$ cat src/hdl/rhcv_pkg.sv
// Shared types, constants and the CRC byte function of the request header CRC validator.
package rhcv_pkg;

    localparam int unsigned ENTRY_BYTES  = 256;
    localparam int unsigned HEADER_BYTES = 32;

    localparam logic [31:0] CRC_POLY = 32'hEDB8_8320;
    localparam logic [31:0] CRC_ONES = 32'hFFFF_FFFF;

    localparam logic [15:0] ENTRY_LIMIT_RST = 16'd720;
    localparam logic [7:0]  ALGO_HIGH_RST   = 8'hFF;

    localparam int unsigned CFG_IDX_W  = 3;
    localparam int unsigned CFG_DATA_W = 32;

    // count * ENTRY_BYTES without wrap, HEADER_BYTES + payload without wrap
    localparam int unsigned PROD_W = 32 + $clog2(ENTRY_BYTES + 1);
    localparam int unsigned FSUM_W = 33;

    typedef enum logic [CFG_IDX_W-1:0] {
        CFG_MAGIC       = 3'd0,
        CFG_VERSION     = 3'd1,
        CFG_ALGO_LOW    = 3'd2,
        CFG_ALGO_HIGH   = 3'd3,
        CFG_ENTRY_LIMIT = 3'd4
    } t_cfg_idx;

    typedef enum logic [2:0] {
        R_OK    = 3'd0,
        R_MAGIC = 3'd1,
        R_ALGO  = 3'd2,
        R_COUNT = 3'd3,
        R_PSIZE = 3'd4,
        R_FSIZE = 3'd5,
        R_CRC   = 3'd6
    } t_reason;

    typedef enum logic {
        K_HEADER = 1'b0,
        K_BYTE   = 1'b1
    } t_kind;

    typedef struct packed {
        logic [31:0] magic;
        logic [15:0] version;
        logic [7:0]  algo_low;
        logic [7:0]  algo_high;
        logic [15:0] entry_limit;
    } t_cfg;

    typedef struct packed {
        t_reason reason;
        logic    empty;
    } t_hdr_res;

    typedef struct packed {
        logic        go;
        t_kind       kind;
        t_hdr_res    hdr;
        logic [31:0] pcrc;
        logic [7:0]  data;
        logic        last;
    } t_step;

    typedef struct packed {
        logic        emit;
        logic        ok;
        t_reason     reason;
        logic [31:0] crc;
    } t_res;

    // reflected CRC-32, one byte, eight bit steps
    function automatic logic [31:0] crc_byte(input logic [31:0] crc_in,
                                             input logic [7:0] data);
        logic [31:0] c;
        c = crc_in ^ {24'd0, data};
        for (int k = 0; k < 8; k++) begin
            c = (c >> 1) ^ (CRC_POLY & {32{c[0]}});
        end
        return c;
    endfunction

endpackage

$ cat src/hdl/rhcv_hdr_check.sv
// Header field checks against configuration, limits and derived sizes.
module rhcv_hdr_check import rhcv_pkg::*; (
    input  t_cfg        i_cfg,
    input  logic [31:0] i_magic_word,
    input  logic [15:0] i_format_version,
    input  logic [7:0]  i_sort_code,
    input  logic [31:0] i_entry_count,
    input  logic [31:0] i_payload_bytes,
    input  logic [31:0] i_file_bytes,
    output t_hdr_res    o_hdr
);

    logic [PROD_W-1:0] w_prod;
    logic [FSUM_W-1:0] w_fsum;

    always_comb begin
        w_prod = PROD_W'(i_entry_count) * PROD_W'(ENTRY_BYTES);
        w_fsum = FSUM_W'(HEADER_BYTES) + FSUM_W'(i_payload_bytes);
        o_hdr.empty = (i_payload_bytes == 32'd0);
        // first failing check wins
        priority if (i_magic_word != i_cfg.magic || i_format_version != i_cfg.version) begin
            o_hdr.reason = R_MAGIC;
        end else if (i_sort_code < i_cfg.algo_low || i_sort_code > i_cfg.algo_high) begin
            o_hdr.reason = R_ALGO;
        end else if (i_entry_count > 32'(i_cfg.entry_limit)) begin
            o_hdr.reason = R_COUNT;
        end else if (PROD_W'(i_payload_bytes) != w_prod) begin
            o_hdr.reason = R_PSIZE;
        end else if (FSUM_W'(i_file_bytes) != w_fsum) begin
            o_hdr.reason = R_FSIZE;
        end else begin
            o_hdr.reason = R_OK;
        end
    end

endmodule

$ cat src/hdl/rhcv_frame.sv
// Frame state and running CRC; forms the answer for failed or empty headers and for the last byte of a frame.
module rhcv_frame import rhcv_pkg::*; (
    input  logic  i_clk,
    input  logic  i_rst_n,
    input  t_step i_step,
    output t_res  o_res
);

    logic [31:0] r_crc, n_crc;
    logic [31:0] r_expect, n_expect;
    logic        r_open, n_open;
    logic [31:0] w_crc_next;
    logic [31:0] w_final;

    always_comb begin
        w_crc_next = crc_byte(r_crc, i_step.data);
        w_final    = ~w_crc_next;
        n_crc      = r_crc;
        n_expect   = r_expect;
        n_open     = r_open;
        o_res      = '{emit: 1'b0, ok: 1'b0, reason: R_OK, crc: 32'd0};
        if (i_step.go) begin
            unique case (i_step.kind)
                K_HEADER: begin
                    // a new header drops any open frame
                    n_open = 1'b0;
                    n_crc  = CRC_ONES;
                    if (i_step.hdr.reason != R_OK) begin
                        o_res.emit   = 1'b1;
                        o_res.reason = i_step.hdr.reason;
                    end else if (i_step.hdr.empty) begin
                        o_res.emit   = 1'b1;
                        o_res.ok     = (i_step.pcrc == 32'd0);
                        o_res.reason = (i_step.pcrc == 32'd0) ? R_OK : R_CRC;
                    end else begin
                        n_expect = i_step.pcrc;
                        n_open   = 1'b1;
                    end
                end
                K_BYTE: begin
                    if (r_open) begin
                        n_crc = w_crc_next;
                        if (i_step.last) begin
                            n_open       = 1'b0;
                            n_crc        = CRC_ONES;
                            o_res.emit   = 1'b1;
                            o_res.ok     = (w_final == r_expect);
                            o_res.reason = (w_final == r_expect) ? R_OK : R_CRC;
                            o_res.crc    = w_final;
                        end
                    end
                end
                default: begin
                end
            endcase
        end
    end

    always_ff @(posedge i_clk) begin
        if (!i_rst_n) begin
            r_crc    <= CRC_ONES;
            r_expect <= 32'd0;
            r_open   <= 1'b0;
        end else begin
            r_crc    <= n_crc;
            r_expect <= n_expect;
            r_open   <= n_open;
        end
    end

endmodule

$ cat src/hdl/request_header_crc_validator.sv
// Top level of the request header CRC validator: registers, handshakes, checks.
//
//  channel | direction | handshake              | payload
//  --------+-----------+------------------------+----------------------------------------
//  in      | input     | i_in_valid / o_in_stall | i_kind, header fields, i_data_byte, i_last_byte
//  out     | output    | o_out_valid / i_out_stall | o_valid_res, o_fail_reason, o_computed_checksum
//  cfg     | input     | i_cfg_we (no wait)     | i_cfg_index, i_cfg_data
//
// One word per cycle unless the output stalls: a word sits in the input register, then the header
// checks or one CRC byte step (eight unrolled bit steps) load the result register.
// An accepted word reaches o_out_valid through the input and result registers; words without an answer
// leave nothing at the output.
// Reset (synchronous, active low) empties both registers, closes the frame and
// restores the register defaults. A stalled result holds; the input register
// still drains unless the result is stalled, so the input stalls only when both are full.
module request_header_crc_validator import rhcv_pkg::*; (
    input  logic                  i_clk,
    input  logic                  i_rst_n,
    input  logic                  i_cfg_we,
    input  logic [CFG_IDX_W-1:0]  i_cfg_index,
    input  logic [CFG_DATA_W-1:0] i_cfg_data,
    input  logic                  i_in_valid,
    output logic                  o_in_stall,
    input  logic                  i_kind,
    input  logic [31:0]           i_magic_word,
    input  logic [15:0]           i_format_version,
    input  logic [7:0]            i_sort_code,
    input  logic [31:0]           i_entry_count,
    input  logic [31:0]           i_payload_bytes,
    input  logic [31:0]           i_payload_checksum,
    input  logic [31:0]           i_file_bytes,
    input  logic [7:0]            i_data_byte,
    input  logic                  i_last_byte,
    output logic                  o_out_valid,
    input  logic                  i_out_stall,
    output logic                  o_valid_res,
    output logic [2:0]            o_fail_reason,
    output logic [31:0]           o_computed_checksum
);

    t_cfg        r_cfg, n_cfg;
    logic        r_in_vld, n_in_vld;
    logic        r_out_vld, n_out_vld;
    t_kind       r_kind;
    logic [31:0] r_magic;
    logic [15:0] r_version;
    logic [7:0]  r_code;
    logic [31:0] r_count;
    logic [31:0] r_pbytes;
    logic [31:0] r_pcrc;
    logic [31:0] r_fbytes;
    logic [7:0]  r_data;
    logic        r_last;
    logic        r_ok;
    t_reason     r_reason;
    logic [31:0] r_chk;

    logic        w_accept;
    logic        w_advance;
    t_hdr_res    w_hdr;
    t_step       w_step;
    t_res        w_res;

    assign w_advance  = r_in_vld && (!r_out_vld || !i_out_stall);
    assign o_in_stall = r_in_vld && !w_advance;
    assign w_accept   = i_in_valid && !o_in_stall;

    always_comb begin
        n_cfg = r_cfg;
        if (i_cfg_we) begin
            unique case (t_cfg_idx'(i_cfg_index))
                CFG_MAGIC:       n_cfg.magic       = i_cfg_data[31:0];
                CFG_VERSION:     n_cfg.version     = i_cfg_data[15:0];
                CFG_ALGO_LOW:    n_cfg.algo_low    = i_cfg_data[7:0];
                CFG_ALGO_HIGH:   n_cfg.algo_high   = i_cfg_data[7:0];
                CFG_ENTRY_LIMIT: n_cfg.entry_limit = i_cfg_data[15:0];
                default: begin
                end
            endcase
        end
    end

    rhcv_hdr_check u_hdr (
        .i_cfg            (r_cfg),
        .i_magic_word     (r_magic),
        .i_format_version (r_version),
        .i_sort_code      (r_code),
        .i_entry_count    (r_count),
        .i_payload_bytes  (r_pbytes),
        .i_file_bytes     (r_fbytes),
        .o_hdr            (w_hdr)
    );

    always_comb begin
        w_step.go   = w_advance;
        w_step.kind = r_kind;
        w_step.hdr  = w_hdr;
        w_step.pcrc = r_pcrc;
        w_step.data = r_data;
        w_step.last = r_last;
    end

    rhcv_frame u_frame (
        .i_clk   (i_clk),
        .i_rst_n (i_rst_n),
        .i_step  (w_step),
        .o_res   (w_res)
    );

    always_comb begin
        n_in_vld = w_accept ? 1'b1 : (w_advance ? 1'b0 : r_in_vld);
        // hold a stalled result, otherwise take the new answer if any
        if (r_out_vld && i_out_stall) begin
            n_out_vld = 1'b1;
        end else begin
            n_out_vld = w_advance && w_res.emit;
        end
    end

    always_ff @(posedge i_clk) begin
        if (!i_rst_n) begin
            r_cfg     <= '{magic: 32'd0, version: 16'd0, algo_low: 8'd0,
                           algo_high: ALGO_HIGH_RST, entry_limit: ENTRY_LIMIT_RST};
            r_in_vld  <= 1'b0;
            r_out_vld <= 1'b0;
        end else begin
            r_cfg     <= n_cfg;
            r_in_vld  <= n_in_vld;
            r_out_vld <= n_out_vld;
        end
    end

    always_ff @(posedge i_clk) begin
        if (w_accept) begin
            r_kind    <= t_kind'(i_kind);
            r_magic   <= i_magic_word;
            r_version <= i_format_version;
            r_code    <= i_sort_code;
            r_count   <= i_entry_count;
            r_pbytes  <= i_payload_bytes;
            r_pcrc    <= i_payload_checksum;
            r_fbytes  <= i_file_bytes;
            r_data    <= i_data_byte;
            r_last    <= i_last_byte;
        end
        if (w_advance && w_res.emit) begin
            r_ok     <= w_res.ok;
            r_reason <= w_res.reason;
            r_chk    <= w_res.crc;
        end
    end

    assign o_out_valid         = r_out_vld;
    assign o_valid_res         = r_ok;
    assign o_fail_reason       = r_reason;
    assign o_computed_checksum = r_chk;

endmodule

$ cat config.mk
export PLATFORM = sky130hd
export DESIGN_NAME = request_header_crc_validator
export DESIGN_NICKNAME = d
export VERILOG_FILES = /design/src/hdl/rhcv_pkg.sv /design/src/hdl/rhcv_hdr_check.sv /design/src/hdl/rhcv_frame.sv /design/src/hdl/request_header_crc_validator.sv
export SDC_FILE = /design/constraint.sdc
export NUM_CORES = 1
export LEC_CHECK = 0
export ABC_AREA = 1
export BUFFER_PORTS_ARGS = -buffer_cell sky130_fd_sc_hd__buf_2
export CAP_MARGIN = 20
export CORE_MARGIN = 8
export CORE_UTILIZATION = 40
export DETAILED_ROUTE_END_ITERATION = 12
export RECOVER_POWER = 100
export SETUP_SLACK_MARGIN = 0.2
export SYNTH_ARGS = -nofsm -noshare
export SYNTH_HDL_FRONTEND = slang
export SYNTH_HIERARCHICAL = 1
export SYNTH_SLANG_ARGS = --single-unit
$ cat constraint.sdc
create_clock -name i_clk -period 5.7 [get_ports i_clk]
set_clock_uncertainty 0.15 [all_clocks]
set_input_delay 0.285 -clock i_clk [delete_from_list [all_inputs] [get_ports i_clk]]
set_output_delay 0.285 -clock i_clk [all_outputs]
set_load 0.05 [all_outputs]
==> flow_summary_export.csv <==
group,metric,value,unit
synthesis,synthFlopType,"edfxtp_1",
place,numPortBuffers,271,
route,wl,58600,µm
synthesis,syn-num-nets,2426,
critical_path,path_max_fanout,132,
power_and_ir_drop,pwr-share-comb,14.1,%
power_and_ir_drop,finalPower,6.93,mW
critical_path,required,5680,ps
synthesis,synth_edf_count,230,
run_status,violations,"max-capacitance violations, max-slew violations",
synthesis,synth_cell_types,43,
cells_and_area,final_layout_size_suffix_gt1_share,13.4,%
route,via_count,16400,
power_and_ir_drop,ir_drop,258,µV
global_route,track_usage,21.6,%
sta,setup_violations,0,
clock_tree,clkTransAtPathRegs,60,ps
clock_tree,cts-htree-levels,2,
clock_tree,root_buffer,"clkbuf_16",
cells_and_area,fin_area,24000,µm²
place,place_ws,1500,ps
power_and_ir_drop,leakagePower,10.5,nW
route,wl_per_cell,17.8,µm
global_route,grt_pass1_wl,90900,µm
place,dpl_cell_area,20400,µm²
global_route,grt_max_degree,133,
critical_path,startpoint_type,"register",
sta,layout_min_cycle_time,4790,ps
sta,tns,0,ps
job,max_cap_viol_count,4,
cells_and_area,utilization,52.8,%
sta,clock.fmax,0.209,GHz
synthesis,async_flop_share,0,%
hold_path,worstHoldPathType,"input pin to register",
cells_and_area,fillers,4219,
synthesis,synth_area,18400,µm²
route,viasPerCell,4.96,
cells_and_area,seqCellArea,9850,µm²
route,drt-pass1-iter-count,5,
clock_tree,clockBufferDepth,3,
clock_tree,cts_tree,"built",
floorplan,rows,78,
cells_and_area,area_delta_synth_final,30.2,%
power_and_ir_drop,power_frac_seq,44.9,%
power_and_ir_drop,p_clk_share,41.0,%
clock_tree,cts_sinks,377,
global_route,grt_pass1_vias,16700,
critical_path,worstPathArrival,4760,ps
clock_tree,cts_made_buffers,43,
floorplan,die_x,231,µm
power_and_ir_drop,intPower,5.12,mW
global_route,grt.overflow.total,0,
place,hpwl,42000,µm
floorplan,ios,272,
place,place_inst,2982,
run_status,outcome,"finished, violations left",
critical_path,crit_type,"register to register",
sta,maxSlewHeadroom,-124,%
cells_and_area,multiInputGateArea,7440,µm²
clock_tree,worstSkewPairLatency,580,ps
cells_and_area,stdcell_count,3296,
power_and_ir_drop,p_switching,1.81,mW
global_route,antenna_found_initial,5,
synthesis,yosysSeqAreaShare,53.4,%
route,drt_iter0_drc,1211,
place,gp_congestion,0.928,
sta,hold_viol_final,0,
sta,fin_crit_sh,84.0,%
cells_and_area,nets,2924,
synthesis,yosys_warnings,6,
power_and_ir_drop,power_density,289,nW/µm²
synthesis,synthCells,2160,
synthesis,ys_ff_latch,377,
sta,worstMarginPinSlew,3360,ps
route,ant_nets,0,
sta,holdWs,6.11,ps
sta,worst_slack,913,ps
floorplan,start_util,40.6,%
sta,rsz0062_at_grt,"no",
sta,report.final.slew_viol_count,280,
floorplan,die_area,53200,µm²
route,drc,0,
synthesis,avgSynthCellArea,8.54,µm²
critical_path,endpoint_kind,"register",
power_and_ir_drop,netSwitchingFraction,26.1,%
floorplan,core-area,45500,µm²
floorplan,die_h,231,µm
-- synth_stat cells, types with 13 or more instances --
| cell type | n | share of area (%) |
|---|---|---|
| nand2_2 | 30 | 1.0 |
| xnor2_1 | 47 | 2.2 |
| nand3_1 | 206 | 5.6 |
| clkbuf_1 | 24 | 0.49 |
| xor2_1 | 40 | 1.9 |
| buf_2 | 15 | 0.41 |
| a21oi_1 | 57 | 1.5 |
| nor2_1 | 274 | 5.6 |
| inv_1 | 210 | 4.3 |
| edfxtp_1 | 230 | 37 |
| ha_1 | 32 | 2.2 |
| nand2_1 | 594 | 12 |
| dfxtp_1 | 147 | 16 |
| o21ai_0 | 48 | 1.3 |
| o211ai_1 | 37 | 1.5 |
| inv_2 | 13 | 0.26 |
| nor4_1 | 25 | 0.85 |
| nand4_1 | 23 | 0.78 |
-- flip-flops by register name, indices dropped and copies added, names as in the netlist --
signal               cells
r_in_vld                 1
r_fbytes                32
r_pcrc                  32
r_magic                 32
r_kind                   1
o_computed_checksum     32
r_code                   8
o_valid_res              1
r_count                 32
r_cfg                   80
u_frame/r_expect        32
r_last                   1
o_out_valid              1
r_data                   8
u_frame/r_open           1
r_pbytes                32
r_version               16
o_fail_reason            3
u_frame/r_crc           32
-- cell families after synthesis --
logic type	share of synthesized area [%]
XOR/XNOR	4.48
AND/OR/NAND/NOR	28.9
buffers and inverters	6.25
AO/OA/AOI/OAI	4.81
flip-flops	53.4
adder cells (fa/ha/maj)	2.17
-- power by group through the flow --
stage / clock network (mW) / logic, mW / registers (mW)
after floorplan: 0 / 0.562 / 3.14
after global placement: 0 / 0.833 / 3.16
after detailed placement: 0 / 0.844 / 3.16
after CTS: 2.91 / 0.970 / 3.10
after global routing: 3.01 / 1.08 / 3.12
final: 2.84 / 0.977 / 3.11
-- critical path, cell delays in order, from the launching register on --
cell and delay (ps):
dfxtp_1 370, nand2_1 110, inv_1 100, nand2_1 110, nand2_1 120, clkinvlp_4 2170
clkbuf_2 1160
-- per-layer routing --
layer / GRT usage, % / routed length [µm]
met2: 38.5 / 29300
met3: 3.96 / 3660
met4: 10.3 / 2720
met1: 24.9 / 22900
met5: 0 / 30
-- layout make-up --
class,instances,area share [%]
diodes,3,0.0313
clock inverters,22,1.05
clock buffers,58,5.02
inverters,227,3.58
well taps,600,3.13
flip-flops and latches,377,41.0
repair buffers,513,15.2
multi-input cells,1496,31.0
-- worst paths after layout --
| path | start | to | slack, ps | depth (start not counted) |
|---|---|---|---|---|
| worst max-delay path | o_out_valid | r_version[15] | 910 | 6 |
| worst max register to register | o_out_valid | r_version[15] | 910 | 6 |
| worst min-delay path | i_cfg_index[2] | r_cfg[57] | 6 | 5 |
| worst min register to register | r_cfg[22] | r_cfg[22] | 310 | 2 |
-- repair_timing --
action                                 4_1_cts  5_1_grt
setup buffers                                0        0
endpoints found under the hold margin      280        0
resized for setup                            0        0
hold buffers                               230        0
-- cells in the final DEF, fill, tap and decap left out, types with 4 or more instances in the layout --
cell           instances
nor2_1               275
clkbuf_1              88
dfxtp_1              147
nor2_2                10
clkinv_2               7
nor4_1                25
ha_1                  32
nor2_4                 9
o211ai_1              37
inv_1                209
xor2_2                 4
edfxtp_1             230
xor2_1                40
o21ai_0               48
nand2_1              594
nand3_2                4
dlygate4sd3_1        230
nand4_1               23
nand2_2               30
a21oi_1               57
or2_2                  9
clkbuf_16             45
nand3_1              206
clkinv_1               7
nand2_4                8
buf_4                  6
bufinv_16              5
nand3b_1              11
buf_2                194
nor3_1                 9
inv_2                 13
xnor2_1               47
No activity file was read; power rests on OpenSTA's default activity.
